--- src/rtl/core/vdcm_pkg.sv ---
// shared types, constants and codes of the virtqueue descriptor chain manager
package vdcm_pkg;

    localparam int QUEUE_DEPTH = 8;
    localparam int BLOCK_BYTES = 1024;
    localparam int IDX_W       = $clog2(QUEUE_DEPTH);
    localparam int STEP_W      = $clog2(QUEUE_DEPTH);

    localparam int ADDR_W      = 64;
    localparam int DESC_W      = 3;
    localparam int LEN_W       = 11;
    localparam int FLAGS_W     = 2;
    localparam int COUNT_W     = 16;
    localparam int ID_W        = 8;
    localparam int SECTOR_BITS = 61;
    localparam int HDR_SHIFT   = 4;

    localparam logic [LEN_W-1:0]   HDR_BYTES    = LEN_W'(16);
    localparam logic [LEN_W-1:0]   DATA_BYTES   = LEN_W'(BLOCK_BYTES);
    localparam logic [LEN_W-1:0]   STATUS_BYTES = LEN_W'(1);
    localparam logic [FLAGS_W-1:0] FLAG_NEXT    = 2'b01;
    localparam logic [FLAGS_W-1:0] FLAG_DEVW    = 2'b10;

    typedef enum logic {
        CMD_SUBMIT   = 1'b0,
        CMD_COMPLETE = 1'b1
    } t_cmd;

    typedef enum logic {
        CFG_HEADER_BASE = 1'b0,
        CFG_STATUS_BASE = 1'b1
    } t_cfg_index;

    typedef enum logic [2:0] {
        KIND_DESC_WRITE    = 3'd0,
        KIND_AVAIL_PUBLISH = 3'd1,
        KIND_POOL_FULL     = 3'd2,
        KIND_SECTOR_OVF    = 3'd3,
        KIND_DONE          = 3'd4,
        KIND_BAD_ID        = 3'd5,
        KIND_NOT_IN_FLIGHT = 3'd6
    } t_kind;

    typedef enum logic [2:0] {
        ST_IDLE,
        ST_DECIDE,
        ST_DATA,
        ST_STATUS,
        ST_PUBLISH,
        ST_WALK
    } t_state;

    typedef enum logic [3:0] {
        OP_NONE,
        OP_LOAD,
        OP_REJECT,
        OP_ALLOC,
        OP_DATA,
        OP_STATUS,
        OP_PUBLISH,
        OP_WALK_START,
        OP_WALK_STEP,
        OP_WALK_LAST
    } t_dp_op;

    typedef struct packed {
        t_dp_op op;
        t_kind  kind;
    } t_dp_cmd;

    typedef struct packed {
        logic is_submit;
        logic overflow;
        logic pool_short;
        logic bad_id;
        logic not_in_flight;
        logic walk_end;
    } t_dp_sts;

endpackage

--- src/rtl/core/vdcm_ctrl.sv ---
// controller state machine sequencing submits and completions
module vdcm_ctrl import vdcm_pkg::*; (
    input  logic    i_clk,
    input  logic    i_rst_n,
    input  logic    start,
    output logic    busy,
    input  t_dp_sts i_sts,
    output t_dp_cmd o_cmd
);

    t_state r_state;
    t_state n_state;

    always_ff @(posedge i_clk) begin
        if (!i_rst_n) begin
            r_state <= ST_IDLE;
        end else begin
            r_state <= n_state;
        end
    end

    always_comb begin
        n_state = r_state;
        case (r_state)
            ST_IDLE: begin
                if (start) begin
                    n_state = ST_DECIDE;
                end
            end
            ST_DECIDE: begin
                if (i_sts.is_submit) begin
                    n_state = (i_sts.overflow || i_sts.pool_short) ? ST_IDLE : ST_DATA;
                end else begin
                    n_state = (i_sts.bad_id || i_sts.not_in_flight) ? ST_IDLE : ST_WALK;
                end
            end
            ST_DATA:    n_state = ST_STATUS;
            ST_STATUS:  n_state = ST_PUBLISH;
            ST_PUBLISH: n_state = ST_IDLE;
            ST_WALK: begin
                if (i_sts.walk_end) begin
                    n_state = ST_IDLE;
                end
            end
            default:    n_state = ST_IDLE;
        endcase
    end

    always_comb begin
        o_cmd.op   = OP_NONE;
        o_cmd.kind = KIND_DONE;
        case (r_state)
            ST_IDLE: begin
                if (start) begin
                    o_cmd.op = OP_LOAD;
                end
            end
            ST_DECIDE: begin
                if (i_sts.is_submit) begin
                    if (i_sts.overflow) begin
                        o_cmd.op   = OP_REJECT;
                        o_cmd.kind = KIND_SECTOR_OVF;
                    end else if (i_sts.pool_short) begin
                        o_cmd.op   = OP_REJECT;
                        o_cmd.kind = KIND_POOL_FULL;
                    end else begin
                        o_cmd.op = OP_ALLOC;
                    end
                end else begin
                    if (i_sts.bad_id) begin
                        o_cmd.op   = OP_REJECT;
                        o_cmd.kind = KIND_BAD_ID;
                    end else if (i_sts.not_in_flight) begin
                        o_cmd.op   = OP_REJECT;
                        o_cmd.kind = KIND_NOT_IN_FLIGHT;
                    end else begin
                        o_cmd.op = OP_WALK_START;
                    end
                end
            end
            ST_DATA:    o_cmd.op = OP_DATA;
            ST_STATUS:  o_cmd.op = OP_STATUS;
            ST_PUBLISH: o_cmd.op = OP_PUBLISH;
            ST_WALK:    o_cmd.op = i_sts.walk_end ? OP_WALK_LAST : OP_WALK_STEP;
            default:    o_cmd.op = OP_NONE;
        endcase
    end

    assign busy = (r_state != ST_IDLE);

endmodule

--- src/rtl/core/vdcm_datapath.sv ---
// descriptor pool state, base registers, free search and result register
module vdcm_datapath import vdcm_pkg::*; (
    input  logic                i_clk,
    input  logic                i_rst_n,
    input  t_dp_cmd             i_cmd_dp,
    output t_dp_sts             o_sts,
    input  logic                i_cfg_valid,
    output logic                o_cfg_ready,
    input  logic                i_cfg_index,
    input  logic [ADDR_W-1:0]   i_cfg_data,
    input  logic                i_cmd,
    input  logic [ADDR_W-1:0]   i_block_number,
    input  logic [ADDR_W-1:0]   i_data_address,
    input  logic                i_is_write,
    input  logic [ID_W-1:0]     i_used_id,
    output logic                o_strobe,
    output logic [2:0]          o_kind,
    output logic [DESC_W-1:0]   o_desc_index,
    output logic [ADDR_W-1:0]   o_buf_addr,
    output logic [LEN_W-1:0]    o_buf_len,
    output logic [FLAGS_W-1:0]  o_desc_flags,
    output logic [DESC_W-1:0]   o_next_index,
    output logic [DESC_W-1:0]   o_avail_slot,
    output logic [COUNT_W-1:0]  o_avail_count,
    output logic [ADDR_W-1:0]   o_sector,
    output logic                o_last
);

    // configuration
    logic [ADDR_W-1:0] r_header_base;
    logic [ADDR_W-1:0] r_status_base;

    // latched request word
    t_cmd              r_cmd;
    logic [ADDR_W-1:0] r_blk;
    logic [ADDR_W-1:0] r_data;
    logic              r_wr;
    logic [ID_W-1:0]   r_id;

    // pool state
    logic              r_free      [QUEUE_DEPTH];
    logic              r_in_flight [QUEUE_DEPTH];
    logic [IDX_W-1:0]  r_next_link [QUEUE_DEPTH];
    logic              r_has_next  [QUEUE_DEPTH];
    logic [COUNT_W-1:0] r_avail;

    // chain picks and walk pointer
    logic [IDX_W-1:0]  r_a;
    logic [IDX_W-1:0]  r_b;
    logic [IDX_W-1:0]  r_c;
    logic [IDX_W-1:0]  r_cur;
    logic [STEP_W-1:0] r_steps;

    logic [IDX_W-1:0]  pick [3];
    logic [1:0]        n_found;
    logic [IDX_W-1:0]  id_idx;
    logic [IDX_W-1:0]  cur_next;
    logic [ADDR_W-1:0] sector;

    // result register
    logic               r_strobe;
    t_kind              r_kind;
    logic [DESC_W-1:0]  r_desc_index;
    logic [ADDR_W-1:0]  r_buf_addr;
    logic [LEN_W-1:0]   r_buf_len;
    logic [FLAGS_W-1:0] r_desc_flags;
    logic [DESC_W-1:0]  r_next_index;
    logic [DESC_W-1:0]  r_avail_slot;
    logic [COUNT_W-1:0] r_avail_count;
    logic [ADDR_W-1:0]  r_sector;
    logic               r_last;

    logic               n_strobe;
    t_kind              n_kind;
    logic [DESC_W-1:0]  n_desc_index;
    logic [ADDR_W-1:0]  n_buf_addr;
    logic [LEN_W-1:0]   n_buf_len;
    logic [FLAGS_W-1:0] n_desc_flags;
    logic [DESC_W-1:0]  n_next_index;
    logic [DESC_W-1:0]  n_avail_slot;
    logic [COUNT_W-1:0] n_avail_count;
    logic [ADDR_W-1:0]  n_sector;
    logic               n_last;

    assign o_cfg_ready = 1'b1;

    always_ff @(posedge i_clk) begin
        if (!i_rst_n) begin
            r_header_base <= '0;
            r_status_base <= '0;
        end else if (i_cfg_valid) begin
            case (t_cfg_index'(i_cfg_index))
                CFG_HEADER_BASE: r_header_base <= i_cfg_data;
                CFG_STATUS_BASE: r_status_base <= i_cfg_data;
                default:         r_header_base <= r_header_base;
            endcase
        end
    end

    always_ff @(posedge i_clk) begin
        if (i_cmd_dp.op == OP_LOAD) begin
            r_cmd  <= t_cmd'(i_cmd);
            r_blk  <= i_block_number;
            r_data <= i_data_address;
            r_wr   <= i_is_write;
            r_id   <= i_used_id;
        end
    end

    // lowest three free descriptors, scanned in index order
    always_comb begin
        n_found = '0;
        pick[0] = '0;
        pick[1] = '0;
        pick[2] = '0;
        for (int i = 0; i < QUEUE_DEPTH; i++) begin
            if (r_free[i] && n_found != 2'd3) begin
                pick[n_found] = IDX_W'(i);
                n_found       = n_found + 2'd1;
            end
        end
    end

    assign id_idx   = r_id[IDX_W-1:0];
    assign cur_next = r_next_link[r_cur];
    assign sector   = {r_blk[ADDR_W-2:0], 1'b0};

    always_comb begin
        o_sts.is_submit     = (r_cmd == CMD_SUBMIT);
        o_sts.overflow      = &r_blk[SECTOR_BITS-1:0];
        o_sts.pool_short    = (n_found != 2'd3);
        o_sts.bad_id        = ({1'b0, r_id} >= (ID_W+1)'(QUEUE_DEPTH));
        o_sts.not_in_flight = !r_in_flight[id_idx];
        o_sts.walk_end      = !r_has_next[r_cur]
                            || ({1'b0, cur_next} >= (IDX_W+1)'(QUEUE_DEPTH))
                            || (r_steps == STEP_W'(QUEUE_DEPTH - 1));
    end

    always_ff @(posedge i_clk) begin
        if (!i_rst_n) begin
            for (int i = 0; i < QUEUE_DEPTH; i++) begin
                r_free[i]      <= 1'b1;
                r_in_flight[i] <= 1'b0;
            end
            r_avail <= '0;
        end else begin
            case (i_cmd_dp.op)
                OP_ALLOC: begin
                    r_free[pick[0]]      <= 1'b0;
                    r_free[pick[1]]      <= 1'b0;
                    r_free[pick[2]]      <= 1'b0;
                    r_in_flight[pick[0]] <= 1'b1;
                end
                OP_WALK_START: r_in_flight[id_idx] <= 1'b0;
                OP_WALK_STEP,
                OP_WALK_LAST:  r_free[r_cur] <= 1'b1;
                OP_PUBLISH:    r_avail <= r_avail + COUNT_W'(1);
                default:       r_avail <= r_avail;
            endcase
        end
    end

    always_ff @(posedge i_clk) begin
        case (i_cmd_dp.op)
            OP_ALLOC: begin
                r_a                  <= pick[0];
                r_b                  <= pick[1];
                r_c                  <= pick[2];
                r_next_link[pick[0]] <= pick[1];
                r_has_next[pick[0]]  <= 1'b1;
                r_next_link[pick[1]] <= pick[2];
                r_has_next[pick[1]]  <= 1'b1;
                r_next_link[pick[2]] <= '0;
                r_has_next[pick[2]]  <= 1'b0;
            end
            OP_WALK_START: begin
                r_cur   <= id_idx;
                r_steps <= '0;
            end
            OP_WALK_STEP: begin
                r_cur   <= cur_next;
                r_steps <= r_steps + STEP_W'(1);
            end
            default: r_cur <= r_cur;
        endcase
    end

    always_comb begin
        n_strobe      = 1'b0;
        n_kind        = KIND_DESC_WRITE;
        n_desc_index  = '0;
        n_buf_addr    = '0;
        n_buf_len     = '0;
        n_desc_flags  = '0;
        n_next_index  = '0;
        n_avail_slot  = '0;
        n_avail_count = '0;
        n_sector      = (r_cmd == CMD_SUBMIT) ? sector : '0;
        n_last        = 1'b0;
        case (i_cmd_dp.op)
            OP_REJECT: begin
                n_strobe = 1'b1;
                n_kind   = i_cmd_dp.kind;
                n_last   = 1'b1;
                if (r_cmd == CMD_COMPLETE) begin
                    n_desc_index = r_id[DESC_W-1:0];
                end
            end
            OP_ALLOC: begin
                n_strobe     = 1'b1;
                n_desc_index = DESC_W'(pick[0]);
                n_buf_addr   = r_header_base + (ADDR_W'(pick[0]) << HDR_SHIFT);
                n_buf_len    = HDR_BYTES;
                n_desc_flags = FLAG_NEXT;
                n_next_index = DESC_W'(pick[1]);
            end
            OP_DATA: begin
                n_strobe     = 1'b1;
                n_desc_index = DESC_W'(r_b);
                n_buf_addr   = r_data;
                n_buf_len    = DATA_BYTES;
                n_desc_flags = r_wr ? FLAG_NEXT : (FLAG_NEXT | FLAG_DEVW);
                n_next_index = DESC_W'(r_c);
            end
            OP_STATUS: begin
                n_strobe     = 1'b1;
                n_desc_index = DESC_W'(r_c);
                n_buf_addr   = r_status_base + ADDR_W'(r_a);
                n_buf_len    = STATUS_BYTES;
                n_desc_flags = FLAG_DEVW;
            end
            OP_PUBLISH: begin
                n_strobe      = 1'b1;
                n_kind        = KIND_AVAIL_PUBLISH;
                n_desc_index  = DESC_W'(r_a);
                // depth is a power of two, so the ring slot is the low bits
                n_avail_slot  = DESC_W'(r_avail % QUEUE_DEPTH);
                n_avail_count = r_avail + COUNT_W'(1);
                n_last        = 1'b1;
            end
            OP_WALK_LAST: begin
                n_strobe     = 1'b1;
                n_kind       = KIND_DONE;
                n_desc_index = r_id[DESC_W-1:0];
                n_last       = 1'b1;
            end
            default: n_strobe = 1'b0;
        endcase
    end

    always_ff @(posedge i_clk) begin
        if (!i_rst_n) begin
            r_strobe <= 1'b0;
        end else begin
            r_strobe <= n_strobe;
        end
    end

    always_ff @(posedge i_clk) begin
        if (n_strobe) begin
            r_kind        <= n_kind;
            r_desc_index  <= n_desc_index;
            r_buf_addr    <= n_buf_addr;
            r_buf_len     <= n_buf_len;
            r_desc_flags  <= n_desc_flags;
            r_next_index  <= n_next_index;
            r_avail_slot  <= n_avail_slot;
            r_avail_count <= n_avail_count;
            r_sector      <= n_sector;
            r_last        <= n_last;
        end
    end

    assign o_strobe      = r_strobe;
    assign o_kind        = r_kind;
    assign o_desc_index  = r_desc_index;
    assign o_buf_addr    = r_buf_addr;
    assign o_buf_len     = r_buf_len;
    assign o_desc_flags  = r_desc_flags;
    assign o_next_index  = r_next_index;
    assign o_avail_slot  = r_avail_slot;
    assign o_avail_count = r_avail_count;
    assign o_sector      = r_sector;
    assign o_last        = r_last;

endmodule

--- src/rtl/core/virtqueue_descriptor_chain_manager.sv ---
// top level of the virtqueue descriptor chain manager
// usage:
// - a request word is taken when start is high and busy is low; busy stays high
//   while the word is worked on, one word at a time
// - submit: the three lowest free descriptors are chained; results come one per
//   cycle as header, data and status descriptor writes, then the avail publish,
//   the header after the decide state and the result register; busy clears with
//   the publish, and the next word can be taken from then on
// - completion: the chain is freed one link per cycle; done follows the last
//   link from the result register, busy clears with it and the next word can come
// - a rejected word (sector overflow, pool full, bad id, not in flight) gives a
//   single result after the decide state and the result register; busy clears
//   with it, so the next word can come from then on
// - each result is on the o_ ports for one cycle with o_strobe high; the receiver
//   cannot stall, and o_last marks the final result of a word
// - config words (header and status base) are always taken; write them only
//   while the block is idle
// - synchronous reset frees every descriptor, clears in-flight marks, the avail
//   index and both base registers
module virtqueue_descriptor_chain_manager import vdcm_pkg::*; (
    input  logic                i_clk,
    input  logic                i_rst_n,
    input  logic                start,
    output logic                busy,
    input  logic                i_cfg_valid,
    output logic                o_cfg_ready,
    input  logic                i_cfg_index,
    input  logic [ADDR_W-1:0]   i_cfg_data,
    input  logic                i_cmd,
    input  logic [ADDR_W-1:0]   i_block_number,
    input  logic [ADDR_W-1:0]   i_data_address,
    input  logic                i_is_write,
    input  logic [ID_W-1:0]     i_used_id,
    output logic                o_strobe,
    output logic [2:0]          o_kind,
    output logic [DESC_W-1:0]   o_desc_index,
    output logic [ADDR_W-1:0]   o_buf_addr,
    output logic [LEN_W-1:0]    o_buf_len,
    output logic [FLAGS_W-1:0]  o_desc_flags,
    output logic [DESC_W-1:0]   o_next_index,
    output logic [DESC_W-1:0]   o_avail_slot,
    output logic [COUNT_W-1:0]  o_avail_count,
    output logic [ADDR_W-1:0]   o_sector,
    output logic                o_last
);

    t_dp_cmd dp_cmd;
    t_dp_sts dp_sts;

    vdcm_ctrl u_ctrl (
        .i_clk   (i_clk),
        .i_rst_n (i_rst_n),
        .start   (start),
        .busy    (busy),
        .i_sts   (dp_sts),
        .o_cmd   (dp_cmd)
    );

    vdcm_datapath u_datapath (
        .i_clk          (i_clk),
        .i_rst_n        (i_rst_n),
        .i_cmd_dp       (dp_cmd),
        .o_sts          (dp_sts),
        .i_cfg_valid    (i_cfg_valid),
        .o_cfg_ready    (o_cfg_ready),
        .i_cfg_index    (i_cfg_index),
        .i_cfg_data     (i_cfg_data),
        .i_cmd          (i_cmd),
        .i_block_number (i_block_number),
        .i_data_address (i_data_address),
        .i_is_write     (i_is_write),
        .i_used_id      (i_used_id),
        .o_strobe       (o_strobe),
        .o_kind         (o_kind),
        .o_desc_index   (o_desc_index),
        .o_buf_addr     (o_buf_addr),
        .o_buf_len      (o_buf_len),
        .o_desc_flags   (o_desc_flags),
        .o_next_index   (o_next_index),
        .o_avail_slot   (o_avail_slot),
        .o_avail_count  (o_avail_count),
        .o_sector       (o_sector),
        .o_last         (o_last)
    );

endmodule

--- config.mk ---
export PLATFORM = sky130hd
export DESIGN_NAME = virtqueue_descriptor_chain_manager
export DESIGN_NICKNAME = d
export VERILOG_FILES = /design/src/rtl/core/vdcm_pkg.sv /design/src/rtl/core/vdcm_ctrl.sv /design/src/rtl/core/vdcm_datapath.sv /design/src/rtl/core/virtqueue_descriptor_chain_manager.sv
export SDC_FILE = /design/constraint.sdc
export NUM_CORES = 1
export LEC_CHECK = 0
export BUFFER_PORTS_ARGS = -buffer_cell sky130_fd_sc_hd__buf_2
export CAP_MARGIN = 0
export CORE_MARGIN = 5
export CORE_UTILIZATION = 57
export DETAILED_ROUTE_END_ITERATION = 7
export PLACE_DENSITY = 0.9
export SYNTH_ARGS = -nofsm -noshare
export SYNTH_HDL_FRONTEND = slang
export SYNTH_SLANG_ARGS = --single-unit
export TNS_END_PERCENT = 20
--- constraint.sdc ---
create_clock -name i_clk -period 15.6 [get_ports i_clk]
set_input_delay 1.56 -clock i_clk [delete_from_list [all_inputs] [get_ports i_clk]]
set_output_delay 1.56 -clock i_clk [all_outputs]
set_load 0.02 [all_outputs]
==> flow_summary.ini <==
[status]
outcome = completed

[synthesis]
synthFlopType = edfxtp_1
synth_enable_flop_cells = 313
yosysWarningCount = 0
ys_async_sr_fraction_pct = 0
ys_ff_latch = 515
avgSynthCellArea_um2 = 10.55
synth_area_um2 = 23180
synthCells = 2197
synth_area_leaders = edfxtp_1, dfxtp_1, nand2_1, a21oi_1, xnor2_1
synth_top_area_share_pct = 40.55
synth_top_cell_by_area = edfxtp_1
synth.distinct_cells = 72
yosysSeqAreaShare_pct = 58.00

[cts]
cts_sinks = 515
postCtsHoldBufs = 0
cts_tree = built
cts-resized-gates = 0
clk_pin_slew_ns = 0.06
cts_max_path_buffers = 3
numCtsBuffers = 51
clock_latency_ns = 0.60
post_cts.repair.setup_buffers = 0
root_buffer = clkbuf_16
htree_levels = 2

[global_routing]
met2_usage_pct = 47.01
grt_use_total_pct = 28.65
grt_max_degree = 94
grt_pass1_vias = 18320
grtUsageMet1_pct = 37.46
gr-usage-met3_pct = 6.846
grt_antenna_before_repair = 5
grt.overflow.total = 0
grt_pass1_wl_um = 101700
grt-busiest-layer = met2

[sta]
slew_headroom_pct = 12.30
setup_slack_ns = 5.830
drv_slew = 0
tightest_slew_ns = 1.303
max_freq_mhz = 102.4
setup-tns-final_ns = 0
hold_ws_ns = 0.4573
layout_min_cycle_time_ns = 9.770
rsz0062_at_grt = no
finalCritPeriodShare_pct = 62.63
setup_viol = 0
hold_violations = 0
finClkSkew_ns = 0.01889

[power]
ir_drop_mv = 0.3239
leakage_nw = 10.05
finalPower_w = 0.006400
p_per_area_nw_per_um2 = 237.0

[detailed_routing]
vias = 19030
drtAntennaViolNets = 0
first_pass_iters = 6
drt_iter0_drc = 2468
post_drt_wl_per_cell_um = 21.86
vias_per_cell = 6.164
drc_errors = 0
wl_um = 67470

[placement]
gp_congestion = 0.9993
hpwl_um = 45870
place_ws_ns = 5.933
io_buffers = 368

[finish]
areaGrowthSynthToFinish_pct = 16.52
drive_gt1_share_pct = 19.50
multiInputGateArea_um2 = 9119
ff_latch_area_um2 = 13450
final_common_cell = nand2_1
fill_cells = 2848
final_nets = 2761
fin_util_pct = 67.51
final_cell_mix = nand2_1, buf_2, edfxtp_1, dfxtp_1, a21oi_1

[die]
core_um2 = 40010
die_area_um2 = 44800
start_util_pct = 57.94
row_count = 73
die_w_um = 211.7
io_pins = 380
die_h_um = 211.7

[setup_path]
start_kind = flip-flop
cp_max_fo = 10
worst_path_dominant_cell_family = simple AND/OR/NAND/NOR gates
required_ns = 15.89
cp_slowest_cell = fa_1
crit_arrival_ns = 10.06
slowest_delay_ns = 0.63
crit_buf_inv = 8
crit_type = reg -> reg
end_kind = flip-flop

[min_path]
hold_class = reg -> reg

[run]
drv_cap = 0
## layer usage
layer / routed length, um / part of all wire, %
met5: 40 / 0.059
met4: 2346 / 3.5
met3: 7830 / 12
met2: 31870 / 47
met1: 25380 / 38
## area by class of cell
cell class / count / area share, %
Clock inverter: 26 / 0.9173
Multi-Input combinational cell: 1516 / 33.76
Timing Repair Buffer: 389 / 7.403
Inverter: 45 / 0.6347
Clock buffer: 68 / 5.036
Tap cell: 525 / 2.432
Antenna cell: 3 / 0.02780
Sequential cell: 515 / 49.79
## where the power goes
| group | internal (W) | switching [W] | leakage, nW | total (W) |
|---|---|---|---|---|
| registers | 0.00180 | 0.000136 | 4.65 | 0.00194 |
| logic | 0.000918 | 0.00234 | 4.62 | 0.00326 |
| clock network | 0.000681 | 0.000523 | 0.779 | 0.00120 |
| total | 0.00340 | 0.00300 | 10.1 | 0.00640 |
## through the flow
stage,cell area [um^2],std cells
final,27010,3087
after global routing,27000,3084
after CTS,27000,3084
after detailed placement,25390,2990
after global placement,25390,2990
after floorplan,23210,2205
## registers in the layout, indices dropped and copies added (netlist names), 8 cells and up, named ones only
register	cells
u_datapath.r_id	8
u_datapath.r_free	8
u_datapath.r_avail	16
u_datapath.r_status_base	64
u_datapath.r_header_base	64
u_datapath.o_buf_addr	64
u_datapath.r_next_link	24
u_datapath.o_sector	63
u_datapath.o_avail_count	16
u_datapath.r_has_next	8
u_datapath.r_in_flight	8
u_datapath.r_blk	63
u_datapath.r_data	64
## synthesized netlist by cell type (41+ instances only)
| master | number |
|---|---|
| o22ai_1 | 41 |
| nor2_1 | 88 |
| nand3_1 | 68 |
| nand4_1 | 43 |
| nand2_1 | 372 |
| a21oi_1 | 175 |
| dfxtp_1 | 202 |
| clkbuf_1 | 98 |
| edfxtp_1 | 313 |
| xor2_1 | 59 |
| xnor2_1 | 73 |
| o21ai_0 | 110 |
| nor2b_1 | 79 |
## final timing paths
kind / cells past startpoint / start / slack, ns / to
worst max-delay path: 36 / u_datapath.r_free[2]$_SDFFE_PP0P_ / 5.83 / u_datapath.o_buf_addr[60]$_DFFE_PP_
worst min-delay path: 2 / u_datapath.r_header_base[0]$_SDFFE_PN0P_ / 0.46 / u_datapath.r_header_base[0]$_SDFFE_PN0P_
worst max register to register: 36 / u_datapath.r_free[2]$_SDFFE_PP0P_ / 5.83 / u_datapath.o_buf_addr[60]$_DFFE_PP_
worst min register to register: 2 / u_datapath.r_header_base[0]$_SDFFE_PN0P_ / 0.46 / u_datapath.r_header_base[0]$_SDFFE_PN0P_
## cell families (layout without fill, tap and decap cells)
logic type | count (synthesis) | count (layout) | share of synthesized area [%]
mux | 46 | 46 | 2.559
other cells | 2 | 13 | 0.03240
simple gates | 845 | 845 | 17.82
compound gates | 446 | 446 | 11.44
flops | 515 | 515 | 58.00
buf+inv | 174 | 528 | 3.028
fa+ha+maj | 36 | 36 | 2.041
xor+xnor | 133 | 133 | 5.085
## worst min-delay path, cell delays in order, from the launching register on
cell     delay (ns)
dfxtp_1        0.31
nand2_1        0.05
a21oi_1        0.05
Power figures use the tool's default switching activity.
